$ cat src/rtl/core/scs_pkg.sv
// shared types and constants of the sensor channel statistics block
package scs_pkg;

	localparam int SUM_BITS      = 32;
	localparam int IN_DATA_BITS  = 16;
	localparam int IN_USER_BITS  = 3;
	localparam int OUT_DATA_BITS = 88;
	localparam int CFG_ADDR_BITS = 5;
	localparam int CFG_DATA_BITS = 32;
	localparam int LIMIT_BITS    = 16;

	localparam logic [LIMIT_BITS-1:0] TEMP_RANGE_RESET = 16'd4;
	localparam logic [LIMIT_BITS-1:0] AIR_LOW_RESET    = 16'd52;
	localparam logic [LIMIT_BITS-1:0] AIR_HIGH_RESET   = 16'd68;
	localparam logic [LIMIT_BITS-1:0] POWER_LOW_RESET  = 16'd200;
	localparam logic [LIMIT_BITS-1:0] POWER_HIGH_RESET = 16'd282;

	typedef enum logic [2:0] {
		REG_TEMP_RANGE = 3'd0,
		REG_AIR_LOW    = 3'd1,
		REG_AIR_HIGH   = 3'd2,
		REG_POWER_LOW  = 3'd3,
		REG_POWER_HIGH = 3'd4
	} reg_index_t;

	typedef enum logic {
		CMD_ADD   = 1'b0,
		CMD_QUERY = 1'b1
	} command_t;

	typedef enum logic [1:0] {
		CH_TEMP  = 2'd0,
		CH_AIR   = 2'd1,
		CH_POWER = 2'd2
	} channel_t;

	typedef enum logic [1:0] {
		CLS_LOW_STABLE        = 2'd0,
		CLS_MODERATE          = 2'd1,
		CLS_ELEVATED_VARIABLE = 2'd2,
		CLS_NO_DATA           = 2'd3
	} level_class_t;

	typedef struct packed {
		logic [LIMIT_BITS-1:0] temp_range;
		logic [LIMIT_BITS-1:0] air_low;
		logic [LIMIT_BITS-1:0] air_high;
		logic [LIMIT_BITS-1:0] power_low;
		logic [LIMIT_BITS-1:0] power_high;
	} limits_t;

	typedef struct packed {
		logic busy;
		logic done;
	} div_status_t;

endpackage

$ cat src/rtl/core/sensor_channel_statistics_top.sv
// top level of the sensor channel statistics block
//
// channel   direction  transaction
// s_*       in         command and channel in tuser, sample in tdata
// m_*       out        count, latest, min, max, average and class in tdata
// apb       in/out     limit registers at byte addresses 0, 4, 8, 12, 16
//
// an item passes read, modify-write, 32 steps of the bit-serial divider, a wait
// for its done flag, then the result load once the output register is free;
// the next transaction is taken in the cycle after the result load
// a query to an empty channel or any item to an absent channel skips the divider
// statistics live in one ram, one record per channel; per-channel valid
// flops cleared by reset make every record read as zero until first written
// a new item is taken while a finished result waits in the output register
module sensor_channel_statistics_top
	import scs_pkg::*;
#(
	parameter int CHANNELS   = 3,
	parameter int VALUE_BITS = 16,
	parameter int COUNT_BITS = 16
) (
	input  logic                     clk,
	input  logic                     arst_n,
	input  logic                     s_tvalid,
	output logic                     s_tready,
	input  logic [IN_DATA_BITS-1:0]  s_tdata,  // sample_value
	input  logic [IN_USER_BITS-1:0]  s_tuser,  // command, channel
	output logic                     m_tvalid,
	input  logic                     m_tready,
	// sample_count, latest_value, minimum_value, maximum_value,
	// average_value, level_class, zero pad
	output logic [OUT_DATA_BITS-1:0] m_tdata,
	input  logic                     psel,
	input  logic                     penable,
	input  logic                     pwrite,
	input  logic [CFG_ADDR_BITS-1:0] paddr,
	input  logic [CFG_DATA_BITS-1:0] pwdata,
	output logic [CFG_DATA_BITS-1:0] prdata,
	output logic                     pready
);

	localparam int ADDR_BITS = (CHANNELS > 1) ? $clog2(CHANNELS) : 1;
	localparam int REC_BITS  = COUNT_BITS + 3 * VALUE_BITS + SUM_BITS;
	localparam int LAT_LO    = COUNT_BITS;
	localparam int MIN_LO    = LAT_LO + VALUE_BITS;
	localparam int MAX_LO    = MIN_LO + VALUE_BITS;
	localparam int SUM_LO    = MAX_LO + VALUE_BITS;
	localparam logic [COUNT_BITS-1:0] COUNT_MAX = '1;
	localparam logic [SUM_BITS-1:0] VALUE_MASK =
		SUM_BITS'((64'd1 << VALUE_BITS) - 64'd1);

	typedef enum logic [2:0] {
		ST_IDLE,
		ST_READ,
		ST_MODIFY,
		ST_DIVIDE,
		ST_FINISH
	} state_t;

	state_t                   state_q;
	logic                     m_tvalid_q;
	logic [OUT_DATA_BITS-1:0] m_tdata_q;
	logic                     empty_q;

	logic                     cmd_q;
	logic [1:0]               ch_q;
	logic [VALUE_BITS-1:0]    val_q;
	logic                     in_range_q;
	logic [CHANNELS-1:0]      valid_q;

	logic [COUNT_BITS-1:0]    cnt_q;
	logic [VALUE_BITS-1:0]    lat_q;
	logic [VALUE_BITS-1:0]    min_q;
	logic [VALUE_BITS-1:0]    max_q;

	limits_t                  limits;
	div_status_t              div_stat;
	logic [SUM_BITS-1:0]      quotient;

	logic                     in_acc;
	logic [IN_DATA_BITS+SUM_BITS-1:0] val_wide;
	logic [ADDR_BITS+1:0]     ch_wide;
	logic [ADDR_BITS-1:0]     addr;
	logic                     ram_rd_en;
	logic                     ram_wr_en;
	logic [REC_BITS-1:0]      rd_rec;
	logic [REC_BITS-1:0]      old_rec;
	logic [REC_BITS-1:0]      new_rec;

	logic [COUNT_BITS-1:0]    old_cnt;
	logic [VALUE_BITS-1:0]    old_lat;
	logic [VALUE_BITS-1:0]    old_min;
	logic [VALUE_BITS-1:0]    old_max;
	logic [SUM_BITS-1:0]      old_sum;
	logic [COUNT_BITS-1:0]    new_cnt;
	logic [VALUE_BITS-1:0]    new_lat;
	logic [VALUE_BITS-1:0]    new_min;
	logic [VALUE_BITS-1:0]    new_max;
	logic [SUM_BITS-1:0]      new_sum;
	logic [SUM_BITS:0]        sum_ext;
	logic                     do_add;
	logic                     acc_ok;
	logic                     new_empty;
	logic                     div_start;

	logic [VALUE_BITS-1:0]    spread;
	logic [LIMIT_BITS-1:0]    lo_lim;
	logic [LIMIT_BITS-1:0]    hi_lim;
	level_class_t             cls;
	logic [SUM_BITS-1:0]      cnt_w;
	logic [SUM_BITS-1:0]      lat_w;
	logic [SUM_BITS-1:0]      min_w;
	logic [SUM_BITS-1:0]      max_w;
	logic [SUM_BITS-1:0]      avg_w;
	logic                     out_free;
	logic                     out_load;

	scs_cfg u_cfg (
		.clk     (clk),
		.arst_n  (arst_n),
		.psel    (psel),
		.penable (penable),
		.pwrite  (pwrite),
		.paddr   (paddr),
		.pwdata  (pwdata),
		.prdata  (prdata),
		.pready  (pready),
		.limits  (limits)
	);

	scs_ram #(
		.WIDTH (REC_BITS),
		.DEPTH (CHANNELS)
	) u_ram (
		.clk     (clk),
		.wr_en   (ram_wr_en),
		.wr_addr (addr),
		.wr_data (new_rec),
		.rd_en   (ram_rd_en),
		.rd_addr (addr),
		.rd_data (rd_rec)
	);

	scs_div #(
		.DIVISOR_BITS (COUNT_BITS)
	) u_div (
		.clk      (clk),
		.arst_n   (arst_n),
		.start    (div_start),
		.dividend (new_sum),
		.divisor  (new_cnt),
		.quotient (quotient),
		.status   (div_stat)
	);

	assign s_tready = (state_q == ST_IDLE);
	assign in_acc   = s_tvalid && s_tready;
	assign val_wide = {{SUM_BITS{1'b0}}, s_tdata};
	assign ch_wide  = {{ADDR_BITS{1'b0}}, ch_q};
	assign addr     = ch_wide[ADDR_BITS-1:0];
	assign ram_rd_en = (state_q == ST_READ);

	// input capture
	always_ff @(posedge clk) begin
		if (in_acc) begin
			cmd_q      <= s_tuser[0];
			ch_q       <= s_tuser[2:1];
			val_q      <= val_wide[VALUE_BITS-1:0];
			in_range_q <= 32'(s_tuser[2:1]) < 32'(CHANNELS);
		end
	end

	// read-modify-write of one channel record
	assign old_rec = (in_range_q && valid_q[addr]) ? rd_rec : '0;
	assign old_cnt = old_rec[COUNT_BITS-1:0];
	assign old_lat = old_rec[MIN_LO-1:LAT_LO];
	assign old_min = old_rec[MAX_LO-1:MIN_LO];
	assign old_max = old_rec[SUM_LO-1:MAX_LO];
	assign old_sum = old_rec[REC_BITS-1:SUM_LO];

	assign do_add  = in_range_q && (command_t'(cmd_q) == CMD_ADD);
	assign sum_ext = (SUM_BITS+1)'(old_sum) + (SUM_BITS+1)'(val_q);
	assign acc_ok  = (old_cnt != COUNT_MAX) && !sum_ext[SUM_BITS];

	always_comb begin
		new_cnt = old_cnt;
		new_lat = old_lat;
		new_min = old_min;
		new_max = old_max;
		new_sum = old_sum;
		if (do_add) begin
			new_lat = val_q;
			if (old_cnt == '0) begin
				new_min = val_q;
				new_max = val_q;
			end else begin
				if (val_q < old_min) begin
					new_min = val_q;
				end
				if (val_q > old_max) begin
					new_max = val_q;
				end
			end
			if (acc_ok) begin
				new_cnt = old_cnt + 1'b1;
				new_sum = sum_ext[SUM_BITS-1:0];
			end
		end
	end

	assign new_rec   = {new_sum, new_max, new_min, new_lat, new_cnt};
	assign ram_wr_en = (state_q == ST_MODIFY) && do_add;
	assign new_empty = !in_range_q || (new_cnt == '0);
	assign div_start = (state_q == ST_MODIFY) && !new_empty;

	always_ff @(posedge clk or negedge arst_n) begin
		if (!arst_n) begin
			valid_q <= '0;
		end else if (ram_wr_en) begin
			valid_q[addr] <= 1'b1;
		end
	end

	always_ff @(posedge clk) begin
		if (state_q == ST_MODIFY) begin
			cnt_q <= new_cnt;
			lat_q <= new_lat;
			min_q <= new_min;
			max_q <= new_max;
		end
	end

	// classification and result formatting
	assign spread = max_q - min_q;
	assign cnt_w  = SUM_BITS'(cnt_q);
	assign lat_w  = SUM_BITS'(lat_q);
	assign min_w  = SUM_BITS'(min_q);
	assign max_w  = SUM_BITS'(max_q);
	assign avg_w  = quotient & VALUE_MASK;

	always_comb begin
		if (channel_t'(ch_q) == CH_AIR) begin
			lo_lim = limits.air_low;
			hi_lim = limits.air_high;
		end else begin
			lo_lim = limits.power_low;
			hi_lim = limits.power_high;
		end
		priority if (channel_t'(ch_q) == CH_TEMP) begin
			cls = (SUM_BITS'(spread) <= SUM_BITS'(limits.temp_range)) ?
				CLS_LOW_STABLE : CLS_ELEVATED_VARIABLE;
		end else if (quotient < SUM_BITS'(lo_lim)) begin
			cls = CLS_LOW_STABLE;
		end else if (quotient < SUM_BITS'(hi_lim)) begin
			cls = CLS_MODERATE;
		end else begin
			cls = CLS_ELEVATED_VARIABLE;
		end
	end

	assign out_free = !m_tvalid_q || m_tready;
	assign out_load = (state_q == ST_FINISH) && out_free;

	always_ff @(posedge clk or negedge arst_n) begin
		if (!arst_n) begin
			state_q    <= ST_IDLE;
			m_tvalid_q <= 1'b0;
			m_tdata_q  <= '0;
			empty_q    <= 1'b1;
		end else begin
			if (out_load) begin
				m_tvalid_q <= 1'b1;
			end else if (m_tready) begin
				m_tvalid_q <= 1'b0;
			end
			unique case (state_q)
				ST_IDLE: begin
					if (in_acc) begin
						state_q <= ST_READ;
					end
				end
				ST_READ: begin
					state_q <= ST_MODIFY;
				end
				ST_MODIFY: begin
					empty_q <= new_empty;
					state_q <= new_empty ? ST_FINISH : ST_DIVIDE;
				end
				ST_DIVIDE: begin
					if (div_stat.done) begin
						state_q <= ST_FINISH;
					end
				end
				ST_FINISH: begin
					if (out_free) begin
						state_q <= ST_IDLE;
						if (empty_q) begin
							m_tdata_q <= {6'd0, CLS_NO_DATA, 80'd0};
						end else begin
							m_tdata_q <= {6'd0, cls, avg_w[15:0], max_w[15:0],
								min_w[15:0], lat_w[15:0], cnt_w[15:0]};
						end
					end
				end
				default: begin
					state_q <= ST_IDLE;
				end
			endcase
		end
	end

	assign m_tvalid = m_tvalid_q;
	assign m_tdata  = m_tdata_q;

endmodule

$ cat src/rtl/core/scs_ram.sv
// generic single-port-write ram with registered read
module scs_ram #(
	parameter int WIDTH = 8,
	parameter int DEPTH = 4
) (
	input  logic                                   clk,
	input  logic                                   wr_en,
	input  logic [(DEPTH > 1 ? $clog2(DEPTH) : 1)-1:0] wr_addr,
	input  logic [WIDTH-1:0]                       wr_data,
	input  logic                                   rd_en,
	input  logic [(DEPTH > 1 ? $clog2(DEPTH) : 1)-1:0] rd_addr,
	output logic [WIDTH-1:0]                       rd_data
);

	logic [WIDTH-1:0] mem [DEPTH];

	always_ff @(posedge clk) begin
		if (wr_en) begin
			mem[wr_addr] <= wr_data;
		end
		if (rd_en) begin
			rd_data <= mem[rd_addr];
		end
	end

endmodule

$ cat src/rtl/core/scs_div.sv
// restoring divider, one quotient bit per cycle
module scs_div
	import scs_pkg::*;
#(
	parameter int DIVISOR_BITS = 16
) (
	input  logic                    clk,
	input  logic                    arst_n,
	input  logic                    start,
	input  logic [SUM_BITS-1:0]     dividend,
	input  logic [DIVISOR_BITS-1:0] divisor,
	output logic [SUM_BITS-1:0]     quotient,
	output div_status_t             status
);

	localparam int STEP_BITS = $clog2(SUM_BITS);

	logic [SUM_BITS-1:0]     quo_q;
	logic [DIVISOR_BITS-1:0] rem_q;
	logic [DIVISOR_BITS-1:0] dsr_q;
	logic [STEP_BITS-1:0]    step_q;
	logic                    busy_q;
	logic                    done_q;
	logic [DIVISOR_BITS:0]   rem_sh;
	logic [DIVISOR_BITS:0]   rem_diff;
	logic                    fits;

	assign rem_sh   = {rem_q, quo_q[SUM_BITS-1]};
	assign rem_diff = rem_sh - {1'b0, dsr_q};
	assign fits     = rem_sh >= {1'b0, dsr_q};

	always_ff @(posedge clk or negedge arst_n) begin
		if (!arst_n) begin
			busy_q <= 1'b0;
			done_q <= 1'b0;
			step_q <= '0;
		end else begin
			done_q <= 1'b0;
			if (start) begin
				busy_q <= 1'b1;
				step_q <= STEP_BITS'(SUM_BITS - 1);
			end else if (busy_q) begin
				if (step_q == '0) begin
					busy_q <= 1'b0;
					done_q <= 1'b1;
				end else begin
					step_q <= step_q - 1'b1;
				end
			end
		end
	end

	always_ff @(posedge clk) begin
		if (start) begin
			quo_q <= dividend;
			rem_q <= '0;
			dsr_q <= divisor;
		end else if (busy_q) begin
			quo_q <= {quo_q[SUM_BITS-2:0], fits};
			rem_q <= fits ? rem_diff[DIVISOR_BITS-1:0] : rem_sh[DIVISOR_BITS-1:0];
		end
	end

	assign quotient    = quo_q;
	assign status.busy = busy_q;
	assign status.done = done_q;

endmodule

$ cat src/rtl/core/scs_cfg.sv
// apb register file for the classification limits
module scs_cfg
	import scs_pkg::*;
(
	input  logic                     clk,
	input  logic                     arst_n,
	input  logic                     psel,
	input  logic                     penable,
	input  logic                     pwrite,
	input  logic [CFG_ADDR_BITS-1:0] paddr,
	input  logic [CFG_DATA_BITS-1:0] pwdata,
	output logic [CFG_DATA_BITS-1:0] prdata,
	output logic                     pready,
	output limits_t                  limits
);

	limits_t    limits_q;
	reg_index_t reg_idx;
	logic       wr_en;

	assign reg_idx = reg_index_t'(paddr[CFG_ADDR_BITS-1:2]);
	assign pready  = 1'b1;
	assign wr_en   = psel && penable && pwrite && pready;

	always_ff @(posedge clk or negedge arst_n) begin
		if (!arst_n) begin
			limits_q.temp_range <= TEMP_RANGE_RESET;
			limits_q.air_low    <= AIR_LOW_RESET;
			limits_q.air_high   <= AIR_HIGH_RESET;
			limits_q.power_low  <= POWER_LOW_RESET;
			limits_q.power_high <= POWER_HIGH_RESET;
		end else if (wr_en) begin
			unique case (reg_idx)
				REG_TEMP_RANGE: limits_q.temp_range <= pwdata[LIMIT_BITS-1:0];
				REG_AIR_LOW:    limits_q.air_low    <= pwdata[LIMIT_BITS-1:0];
				REG_AIR_HIGH:   limits_q.air_high   <= pwdata[LIMIT_BITS-1:0];
				REG_POWER_LOW:  limits_q.power_low  <= pwdata[LIMIT_BITS-1:0];
				REG_POWER_HIGH: limits_q.power_high <= pwdata[LIMIT_BITS-1:0];
				default: begin
				end
			endcase
		end
	end

	always_comb begin
		unique case (reg_idx)
			REG_TEMP_RANGE: prdata = CFG_DATA_BITS'(limits_q.temp_range);
			REG_AIR_LOW:    prdata = CFG_DATA_BITS'(limits_q.air_low);
			REG_AIR_HIGH:   prdata = CFG_DATA_BITS'(limits_q.air_high);
			REG_POWER_LOW:  prdata = CFG_DATA_BITS'(limits_q.power_low);
			REG_POWER_HIGH: prdata = CFG_DATA_BITS'(limits_q.power_high);
			default:        prdata = '0;
		endcase
	end

	assign limits = limits_q;

endmodule

$ cat config.mk
export PLATFORM = sky130hd
export DESIGN_NAME = sensor_channel_statistics_top
export DESIGN_NICKNAME = d
export VERILOG_FILES = /design/src/rtl/core/scs_pkg.sv /design/src/rtl/core/sensor_channel_statistics_top.sv /design/src/rtl/core/scs_ram.sv /design/src/rtl/core/scs_div.sv /design/src/rtl/core/scs_cfg.sv
export SDC_FILE = /design/constraint.sdc
export NUM_CORES = 1
export LEC_CHECK = 0
export BUFFER_PORTS_ARGS = -buffer_cell sky130_fd_sc_hd__clkbuf_2
export CAP_MARGIN = 30
export CORE_ASPECT_RATIO = 0.7
export CORE_MARGIN = 8
export CORE_UTILIZATION = 40
export CTS_CLUSTER_DIAMETER = 60
export DETAILED_ROUTE_END_ITERATION = 8
export GPL_ROUTABILITY_DRIVEN = 0
export PLACE_DENSITY = 0.63
export SYNTH_ARGS = -nofsm -noshare
export SYNTH_HDL_FRONTEND = slang
export SYNTH_SLANG_ARGS = --single-unit
$ cat constraint.sdc
create_clock -name clk -period 19.77 [get_ports clk]
set_input_delay 3.954 -clock clk [delete_from_list [all_inputs] [get_ports clk]]
set_output_delay 3.954 -clock clk [all_outputs]
set_load 0.05 [all_outputs]
Yosys cells after proc, flatten, opt, wreduce, memory -nomap -nowiden
Memory sizes are Yosys's and may differ from the RTL's. A register that Yosys moved wholly into a read port is not among the register bits.
Index checks and enable logic that the tools add are counted.
{"block": "totals", "ramBits": 288, "mem_bits_ro": 0, "latch_bits": 0, "mem_count": 1, "word_cells": 132, "ff_bits": 331}
{"name": "u_ram.mem", "words": 3, "width": 96, "read_ports": 1, "rd_clocked_by_memory_dff": 1, "write_ports": 1, "line": "scs_ram.sv:15", "source": "logic [WIDTH-1:0] mem [DEPTH];"}
{"block": "classes", "order_cmp": 9, "n_reduce_logical": 32, "n_addsub": 5, "n_mul": 0, "div_mod_pow": 0, "n_mux": 45, "shift": 0, "n_eq_ne": 14, "bitwise_logic": 2}
{"operator": "16-bit 2-to-1 mux", "count": 12}
{"operator": "32-bit 2-to-1 mux", "count": 4}
{"operator": "96-bit 2-to-1 mux", "count": 1}
{"operator": "82-bit 2-to-1 mux", "count": 1}
{"operator": "16-bit one-hot mux with 5 select lines", "count": 1}
{"operator": "32-bit by 16-bit less-than comparator with 1-bit output", "count": 2}
{"operator": "32-bit by 16-bit adder with 33-bit output", "count": 1}
{"operator": "16-bit logical NOT", "count": 2}
{"operator": "16-bit subtractor", "count": 2}
{"operator": "17-bit by 16-bit >= comparator with 1-bit output", "count": 1}
{"operator": "16-bit by 1-bit adder with 16-bit output, second input constant", "count": 1}
{"operator": "16-bit greater-than comparator", "count": 1}
{"operator": "16-bit less-or-equal comparator", "count": 1}
{"operator": "16-bit less-than comparator", "count": 1}
{"operator": "16-bit inequality test, second input constant", "count": 1}
{"operator": "5-bit 2-to-1 mux", "count": 3}
{"operator": "3-bit one-hot mux with 5 select lines", "count": 1}
{"operator": "2-bit AND reduction", "count": 7}
{"operator": "3-bit by 2-bit == test with 1-bit output, second input constant", "count": 4}
{"operator": "1-bit 2-to-1 mux", "count": 12}
{"operator": "3-bit 2-to-1 mux", "count": 4}
{"operator": "1-bit logical AND", "count": 10}
{"operator": "2-bit 2-to-1 mux", "count": 4}
{"operator": "3-bit by 1-bit == test with 1-bit output, second input constant", "count": 2}
{"operator": "other kinds (19)", "count": 28}

Depth between registers and ports, before layout
Gate-level depths: netlist of the first run.
{"block": "logic_depth", "word_depth": 15, "ltp_mapped": 23, "ltp_nobuf": 21}

Cells and area by module
Synthesis of the first run repeated with hierarchy kept, for this count alone.
{"block": "unflattened", "cells_unflattened": 2720, "area_unflattened_um2": 33860.0}
{"mod": "scs_ram", "n_inst": 1, "cells_per_inst": 707, "area_per_inst_um2": 13579.3}
{"mod": "sensor_channel_statistics_top", "n_inst": 1, "cells_per_inst": 1385, "area_per_inst_um2": 12353.1}
{"mod": "scs_div", "n_inst": 1, "cells_per_inst": 353, "area_per_inst_um2": 4068.9}
{"mod": "scs_cfg", "n_inst": 1, "cells_per_inst": 275, "area_per_inst_um2": 3858.7}

Worst setup path before layout of the first run
OpenSTA, ideal clock, no wires.
{"block": "synth_path", "path_kind": "flip-flop to flip-flop", "start": "reg state_q[2]", "end": "reg valid_q[2]", "path_buffers": 0, "setup_slack_ns": 9.647, "arrival_time_ns": 10.015, "required_time_ns": 19.661, "period_less_slack_ns": 10.123, "setup_time_ns": 0.109, "stages_incl_launch_ff": 7, "cell_sequence": "dfrtp_1 > nor2b_1 > nand2b_1 > inv_1 > nand2_1 > nor3b_1 > or2_2"}
{"block": "synth_between", "elab_chain_cells": 2}
{"element": "from (decl)", "line": "sensor_channel_statistics_top.sv:60", "source": "state_t state_q;"}
{"element": "from (signal assigned)", "line": "sensor_channel_statistics_top.sv:287", "source": "state_q <= new_empty ? ST_FINISH : ST_DIVIDE;"}
{"element": "3-bit by 2-bit == test with 1-bit output", "line": "sensor_channel_statistics_top.sv:212", "source": "assign ram_wr_en = (state_q == ST_MODIFY) && do_add;"}
{"element": "1-bit logical AND", "line": "sensor_channel_statistics_top.sv:212"}
{"element": "to (signal assigned)", "line": "sensor_channel_statistics_top.sv:218", "source": "valid_q <= '0;"}
{"element": "to (signal, indexed assignment)", "line": "sensor_channel_statistics_top.sv:220", "source": "valid_q[addr] <= 1'b1;"}
{"element": "to (decl)", "line": "sensor_channel_statistics_top.sv:69", "source": "logic [CHANNELS-1:0] valid_q;"}
Every way passes these cells.
A chain may end at the register's enable or synchronous reset.

Worst setup path after layout of the first run
{"block": "layout_path", "start": "in paddr[3]", "end": "out prdata[15]"}
{"block": "layout_between", "elab_chain_cells": 2}
{"element": "from (decl)", "line": "sensor_channel_statistics_top.sv:36", "source": "input logic [CFG_ADDR_BITS-1:0] paddr,"}
{"element": "3-bit == test (tied with other cells)", "line": "scs_cfg.sv:46", "source": "unique case (reg_idx)"}
{"element": "16-bit one-hot mux with 5 select lines (*)", "line": "scs_cfg.sv:46"}
{"element": "to (decl)", "line": "sensor_channel_statistics_top.sv:38", "source": "output logic [CFG_DATA_BITS-1:0] prdata,"}
Every way passes the cells marked *; elsewhere a longest branch is shown, timed or not.

==> results.py, run 1 <==
metrics = {
    "status": {
        "status": "complete, no violations",
    },
    "hold_path": {
        "hp-class": "register to register",
    },
    "logic_synthesis": {
        "synth-seq-cells": 709,
        "synth.distinct_cells": 68,
        "netlist_instances": 2580,
        "async_flop_share_pct": 25.0,
        "ys.flop_type": "edfxtp_1",
        "syn_avg_cell_area_sq_um": 12.6,
        "synth_area_sq_mm": 0.0326,
        "seq_area_frac_synth_pct": 62.2,
        "synth_edf_count": 516,
        "ys_warn_count": 0,
    },
    "run": {
        "maxCapViolations": 0,
    },
    "sta": {
        "finalHoldViolations": 0,
        "worstMarginPinSlew_ns": 1.06,
        "finalSetupTns_ns": 0,
        "slew_viol_final": 0,
        "finalCriticalPeriod_ns": 10.18,
        "finClkSkew_ns": 0.0379,
        "fmax_ghz": 0.0983,
        "rsz0062_at_grt": "no",
        "setup_viol": 0,
        "post-route-period-util_pct": 51.5,
        "relSlewSlack_pct": 29.3,
    },
    "power_and_ir_drop": {
        "max-vdd-ir-drop_mv": 0.0793,
        "p_per_area_mw_per_mm2": 158,
        "leakagePower_nw": 14.7,
    },
    "placed_design": {
        "hpwl_microns": 53800,
        "portBuffers": 144,
    },
    "grt": {
        "grt_antenna_before_repair": 1,
        "gr-usage-met3_pct": 2.52,
        "grt_max_degree": 102,
        "grtUsageMet1_pct": 24.4,
        "gr-max-usage-layer": "met2",
        "grt.total_usage_pct": 17.5,
        "grt_pass1_vias": 20700,
        "grt_pass1_wl_microns": 124000,
        "met2_usage_pct": 28.6,
        "grt_overflow": 0,
    },
    "critical_path": {
        "crit_type": "input pin to primary output",
        "endpoint_kind": "primary output",
        "arrival_ns": 6.22,
        "start_kind": "input pin",
        "crit_end": "prdata[15]",
        "rr_endpoint": "u_div.quotient[11]$_DFFE_PP_",
        "cp_slowest_stage_delay_ns": 0.75,
        "cp_cell_sequence": "clkbuf_2 -> nor2_1 -> and2_1 -> nand2_1 -> o21ai_0 -> a221o_1 -> clkbuf_2",
        "reg2reg_depth": 18,
        "cp_common_cell": "clkbuf_2",
        "cp_data_required_time_ns": 15.82,
        "crit_path_max_fanout": 22,
        "reg2reg_from": "addr[0]$_DFFE_PP_",
        "cp-startpoint": "paddr[3]",
        "r2r_slack_ns": 12.63,
        "critPathSlowestCell": "and2_1",
    },
    "detailed_routing": {
        "vias": 20800,
        "via_per_inst": 5.41,
        "totalWireLength_microns": 81600,
        "antenna_left": 0,
        "route.detailed.drc": 0,
        "first_iter_violations": 1970,
        "wl_per_cell_microns": 21.2,
        "drtPass1Iterations": 5,
    },
    "finish": {
        "drive_above_1_share_pct": 16.3,
        "final_util_pct": 46.0,
        "diodes": 0,
        "fillers": 7118,
        "final_net_count": 2915,
        "syn_to_final_growth_pct": 13.9,
        "mostFrequentLayoutCell": "edfxtp_1",
        "multiInputGateArea_sq_mm": 0.0115,
        "final_cell_mix": "edfxtp_1 (516), nand2_1 (321), o21ai_0 (257), mux2i_1 (166), dfrtp_1 (163)",
        "seq_area_sq_mm": 0.0203,
    },
    "die": {
        "start_util_pct": 40.4,
        "core_region_area_sq_mm": 0.0807,
        "dieArea_sq_mm": 0.0910,
        "ios": 186,
        "dieWidth_microns": 357,
        "die_y_microns": 255,
        "rows": 87,
    },
    "cts": {
        "cts_hold_buffers": 0,
        "cts_buffers": 75,
        "cts_resized": 0,
        "post-cts-setup-buffers": 0,
        "cts_buffer_depth": 3,
        "cts_num_sinks": 709,
        "clk_pin_slew_worst_paths_ns": 0.06,
        "root_buffer": "clkbuf_16",
        "h-tree-depth": 3,
        "clk_latency_ns": 0.64,
        "cts_tree": "yes",
    },
}
## registers in the layout (all words and copies together) (netlist names), 2 cells and up
signal	cells
cnt_q	16
val_q	16
addr	2
u_ram.rd_data	96
u_div.dsr_q	16
lat_q	16
max_q	16
state_q	3
u_cfg.limits	80
min_q	16
u_ram.mem	288
u_div.quotient	32
u_div.rem_q	16
valid_q	3
u_div.step_q	5
m_tdata	82
## layer usage
layer	wire length, microns	vias to the layer above
met1	37200	10400
li1	-	9687
met5	0	-
met3	4050	126
met2	38400	584
met4	1920	0
## area by class of cell
cell class / instances / area share (%)
clock buffer: 104 / 5.60
timing repair buffer: 184 / 3.18
multi-input combinational: 1661 / 31.0
clock inverter: 35 / 1.13
inverter: 90 / 0.910
sequential: 709 / 54.6
tap: 1068 / 3.60
## stage by stage
| stage | power (W) | cell area (sq um) | setup WS (ns) | hold WS (ns) | instances |
|---|---|---|---|---|---|
| 2_1_floorplan | 0.00385 | 32700 | 9.65 | 0.440 | 2601 |
| 3_3_place_gp | 0.00438 | 34400 | 9.62 | 0.452 | 3701 |
| 3_5_place_dp | 0.00447 | 34500 | 9.59 | 0.459 | 3709 |
| 4_1_cts | 0.00591 | 37000 | 9.59 | 0.474 | 3848 |
| 5_1_grt | 0.00620 | 37100 | 9.50 | 0.478 | 3851 |
| 6_report | 0.00587 | 37100 | 9.59 | 0.477 | 3851 |
## how the worst min path moves through the flow
stage / from / endpoint / slack [ns] / depth (start not counted)
floorplan: valid_q[1]$_DFFE_PN0P_ / valid_q[1]$_DFFE_PN0P_ / 0.44 / 1
global placement: valid_q[1]$_DFFE_PN0P_ / valid_q[1]$_DFFE_PN0P_ / 0.45 / 1
detailed placement: valid_q[1]$_DFFE_PN0P_ / valid_q[1]$_DFFE_PN0P_ / 0.46 / 1
CTS: valid_q[1]$_DFFE_PN0P_ / valid_q[1]$_DFFE_PN0P_ / 0.47 / 1
global route: valid_q[1]$_DFFE_PN0P_ / valid_q[1]$_DFFE_PN0P_ / 0.48 / 1
finish: m_tdata[74]$_DFFE_PN0P_ / m_tdata[74]$_DFFE_PN0P_ / 0.48 / 2
## cell families (layout without fill, tap and decap cells)
logic type / after synthesis / in the layout / share of synthesized area, %
flip-flops: 709 / 709 / 62.2
AND/OR/NAND/NOR: 678 / 678 / 9.84
AO/OA/AOI/OAI: 484 / 484 / 9.01
multiplexers: 277 / 277 / 9.00
buffers and inverters: 231 / 413 / 3.04
adder cells (fa/ha/maj): 131 / 131 / 5.10
XOR/XNOR: 68 / 68 / 1.83
other: 2 / 23 / 0.0230
## report_power, final
group	total [W]	leakage, nW	internal (W)	switching, W
Clock	0.00142	1.23	0.000814	0.000605
Combinational	0.00212	6.24	0.000737	0.00139
Sequential	0.00233	7.20	0.00209	0.000238
## critical path: cells and delay by family
kind,cells,cell delay (ns)
compound gates,2,0.29
buf+inv,2,0.79
simple gates,3,1.16
## Yosys cell counts, types with 7 or more instances
cell type / n / area share [%]
nand2_1: 321 / 3.7
dfxtp_1: 16 / 0.98
mux2i_1: 166 / 5.1
xnor2_1: 39 / 1.0
dfrtp_1: 163 / 13
nand3_1: 38 / 0.58
buf_1: 10 / 0.12
a221o_1: 15 / 0.46
nor3_1: 19 / 0.29
mux2_2: 102 / 3.5
o31ai_1: 21 / 0.48
a211oi_1: 16 / 0.37
and2_1: 25 / 0.48
a21oi_1: 68 / 1.0
a21o_1: 28 / 0.64
mux2_1: 7 / 0.24
or2_2: 7 / 0.13
nand4_1: 36 / 0.69
nor4_1: 21 / 0.40
inv_1: 90 / 1.0
edfxtp_1: 516 / 48
nand2b_1: 90 / 1.7
nor2_1: 76 / 0.88
or3_1: 8 / 0.15
o21bai_1: 7 / 0.16
nor2b_1: 15 / 0.29
a31o_2: 10 / 0.27
o21ai_0: 257 / 3.9
o21a_1: 16 / 0.37
buf_4: 27 / 0.62
xor2_1: 29 / 0.78
dfstp_2: 14 / 1.1
ha_1: 128 / 4.9
clkbuf_1: 96 / 1.1
No activity file was read; power rests on OpenSTA's default activity.
==> inputs of run 2 (changes only) <==
clock period = 9.95 ns   (was 19.77 ns; I/O delays follow)
==> results.py, run 2 (same netlist as run 1, synthesis figures left out) <==
metrics = {
    "detailed_routing": {
        "met1Wirelength_microns": 36800,
        "via_per_inst": 5.40,
        "antenna_left": 0,
        "top_layer": "met4",
        "drtPass1Iterations": 7,
        "wl_met3_microns": 4250,
        "route.detailed.drc": 0,
        "totalWireLength_microns": 80900,
        "wl_met2_microns": 37900,
        "wl_per_cell_microns": 21.1,
        "first_iter_violations": 1784,
        "vias": 20700,
    },
    "power_and_ir_drop": {
        "comb_power_share_pct": 36.1,
        "p_per_area_mw_per_mm2": 314,
        "p_int_w": 0.00725,
        "p_switching_w": 0.00436,
        "clockPowerShare_pct": 24.0,
        "p_sw_share_pct": 37.6,
        "p_seq_share_pct": 40.0,
        "max-vdd-ir-drop_mv": 0.128,
        "leakagePower_nw": 14.6,
    },
    "placed_design": {
        "hpwl_microns": 53800,
        "portBuffers": 144,
        "detailedPlace.worstSlack_ns": 3.41,
        "dp_cells": 3708,
    },
    "sta": {
        "post-route-period-util_pct": 63.9,
        "rsz0062_at_grt": "no",
        "setup_viol": 0,
        "finalHoldViolations": 0,
        "fin_ws_ns": 3.59,
        "finalSetupTns_ns": 0,
        "slew_viol_final": 0,
        "relSlewSlack_pct": 31.6,
        "finalCriticalPeriod_ns": 6.36,
        "worstMarginPinSlew_ns": 1.02,
        "fmax_ghz": 0.157,
        "finClkSkew_ns": 0.0240,
    },
    "finish": {
        "largest_register": "u_ram.mem",
        "diodes": 0,
        "final_net_count": 2910,
        "mostFrequentLayoutCell": "edfxtp_1",
        "largest_reg_flops": 288,
        "drive_above_1_share_pct": 16.3,
        "syn_to_final_growth_pct": 13.5,
        "stdcell_count": 3840,
        "final_cell_mix": "edfxtp_1 (516), nand2_1 (321), o21ai_0 (257), mux2i_1 (166), dfrtp_1 (163)",
    },
    "run": {
        "maxCapViolations": 0,
    },
    "die": {
        "ios": 186,
        "core_region_area_sq_mm": 0.0807,
        "dieArea_sq_mm": 0.0910,
        "start_util_pct": 40.4,
        "dieWidth_microns": 357,
        "rows": 87,
        "die_y_microns": 255,
    },
    "cts": {
        "root_buffer": "clkbuf_16",
        "cts_buffers": 72,
        "h-tree-depth": 3,
        "clk_pin_slew_worst_paths_ns": 0.06,
        "cts_hold_buffers": 0,
        "cts_buffer_depth": 3,
        "clk_latency_ns": 0.62,
        "cts_tree": "yes",
        "cts_num_sinks": 709,
        "post-cts-setup-buffers": 0,
        "cts_resized": 0,
    },
    "grt": {
        "grt_antenna_before_repair": 6,
        "grt_max_degree": 100,
        "grt.total_usage_pct": 17.5,
        "grt_pass1_wl_microns": 124000,
        "grt_pass1_vias": 20500,
        "grt_overflow": 0,
    },
    "critical_path": {
        "cp_slowest_stage_delay_ns": 0.78,
        "critPathSlowestCell": "and2_1",
        "cp_cell_sequence": "clkbuf_2 -> nor2_1 -> and2_1 -> nand2_1 -> o21ai_0 -> a221o_1 -> clkbuf_2",
        "arrival_ns": 4.37,
        "crit_type": "input pin to primary output",
        "cp_common_cell": "clkbuf_2",
        "crit_path_max_fanout": 22,
        "start_kind": "input pin",
        "cp_data_required_time_ns": 7.96,
        "endpoint_kind": "primary output",
    },
    "hold_path": {
        "hp-class": "register to register",
    },
    "status": {
        "status": "complete, no violations",
    },
}
run 2: cell types whose count changed in the layout (fill, tap and decap cells not counted), sizes merged:
cell,delta
clkinvlp,+5
buf,-2
bufinv,+3
inv,-1
clkinv,+1
clkbuf,-17
run 2: cell type report:
class,instances,area [sq um]
clock buffers,87,1960
multi-input cells,1661,11500
fillers,7167,43700
well taps,1068,1340
inverters,90,338
clock inverters,43,470
flip-flops and latches,709,20300
repair buffers,182,1130
run 2: per-stage QoR:
stage | power [W] | hold WS [ns] | instance area [sq um] | utilization, %
6_report | 0.0116 | 0.480 | 37000 | 45.9
5_1_grt | 0.0123 | 0.509 | 37000 | 45.9
4_1_cts | 0.0117 | 0.480 | 36900 | 45.8
3_5_place_dp | 0.00887 | 0.465 | 34500 | 42.8
3_3_place_gp | 0.00871 | 0.451 | 34400 | 42.6
2_1_floorplan | 0.00765 | 0.440 | 32700 | -
run 2: layer usage:
metal	vias to the layer above	global-route usage, %
met3	146	2.78
met2	568	27.9
met4	0	5.07
met5	-	0
li1	9685	-
met1	10300	24.8
run 2: worst paths after layout:
path | slack, ns | end | startpoint | cells after the start
setup / recovery | 3.59 | prdata[14] | paddr[3] | 7
hold / removal | 0.48 | m_tdata[48]$_DFFE_PN0P_ | m_tdata[48]$_DFFE_PN0P_ | 2
setup reg to reg | 3.63 | u_div.quotient[2]$_DFFE_PP_ | addr[1]$_DFFE_PP_ | 18
hold reg to reg | 0.48 | m_tdata[48]$_DFFE_PN0P_ | m_tdata[48]$_DFFE_PN0P_ | 2
max in group asynchronous | 6.87 | m_tdata[35]$_DFFE_PN0P_ | arst_n | 4
min in group asynchronous | 1.31 | u_div.busy_q$_DFF_PN0_ | arst_n | 1
run 2: worst max-delay path: cells and delay by family:
family / cells / cell delay [ns]
and+or+nand+nor: 3 / 1.25
buffers and inverters: 2 / 0.78
AOI/OAI and AO/OA: 2 / 0.34
run 2: power by group through the flow:
stage / clock (W) / sequential (W) / combinational [W]
global route: 0.00295 / 0.00472 / 0.00463
floorplan: 0 / 0.00503 / 0.00261
detailed placement: 0 / 0.00469 / 0.00418
global placement: 0 / 0.00468 / 0.00403
finish: 0.00278 / 0.00464 / 0.00419
CTS: 0.00284 / 0.00464 / 0.00421
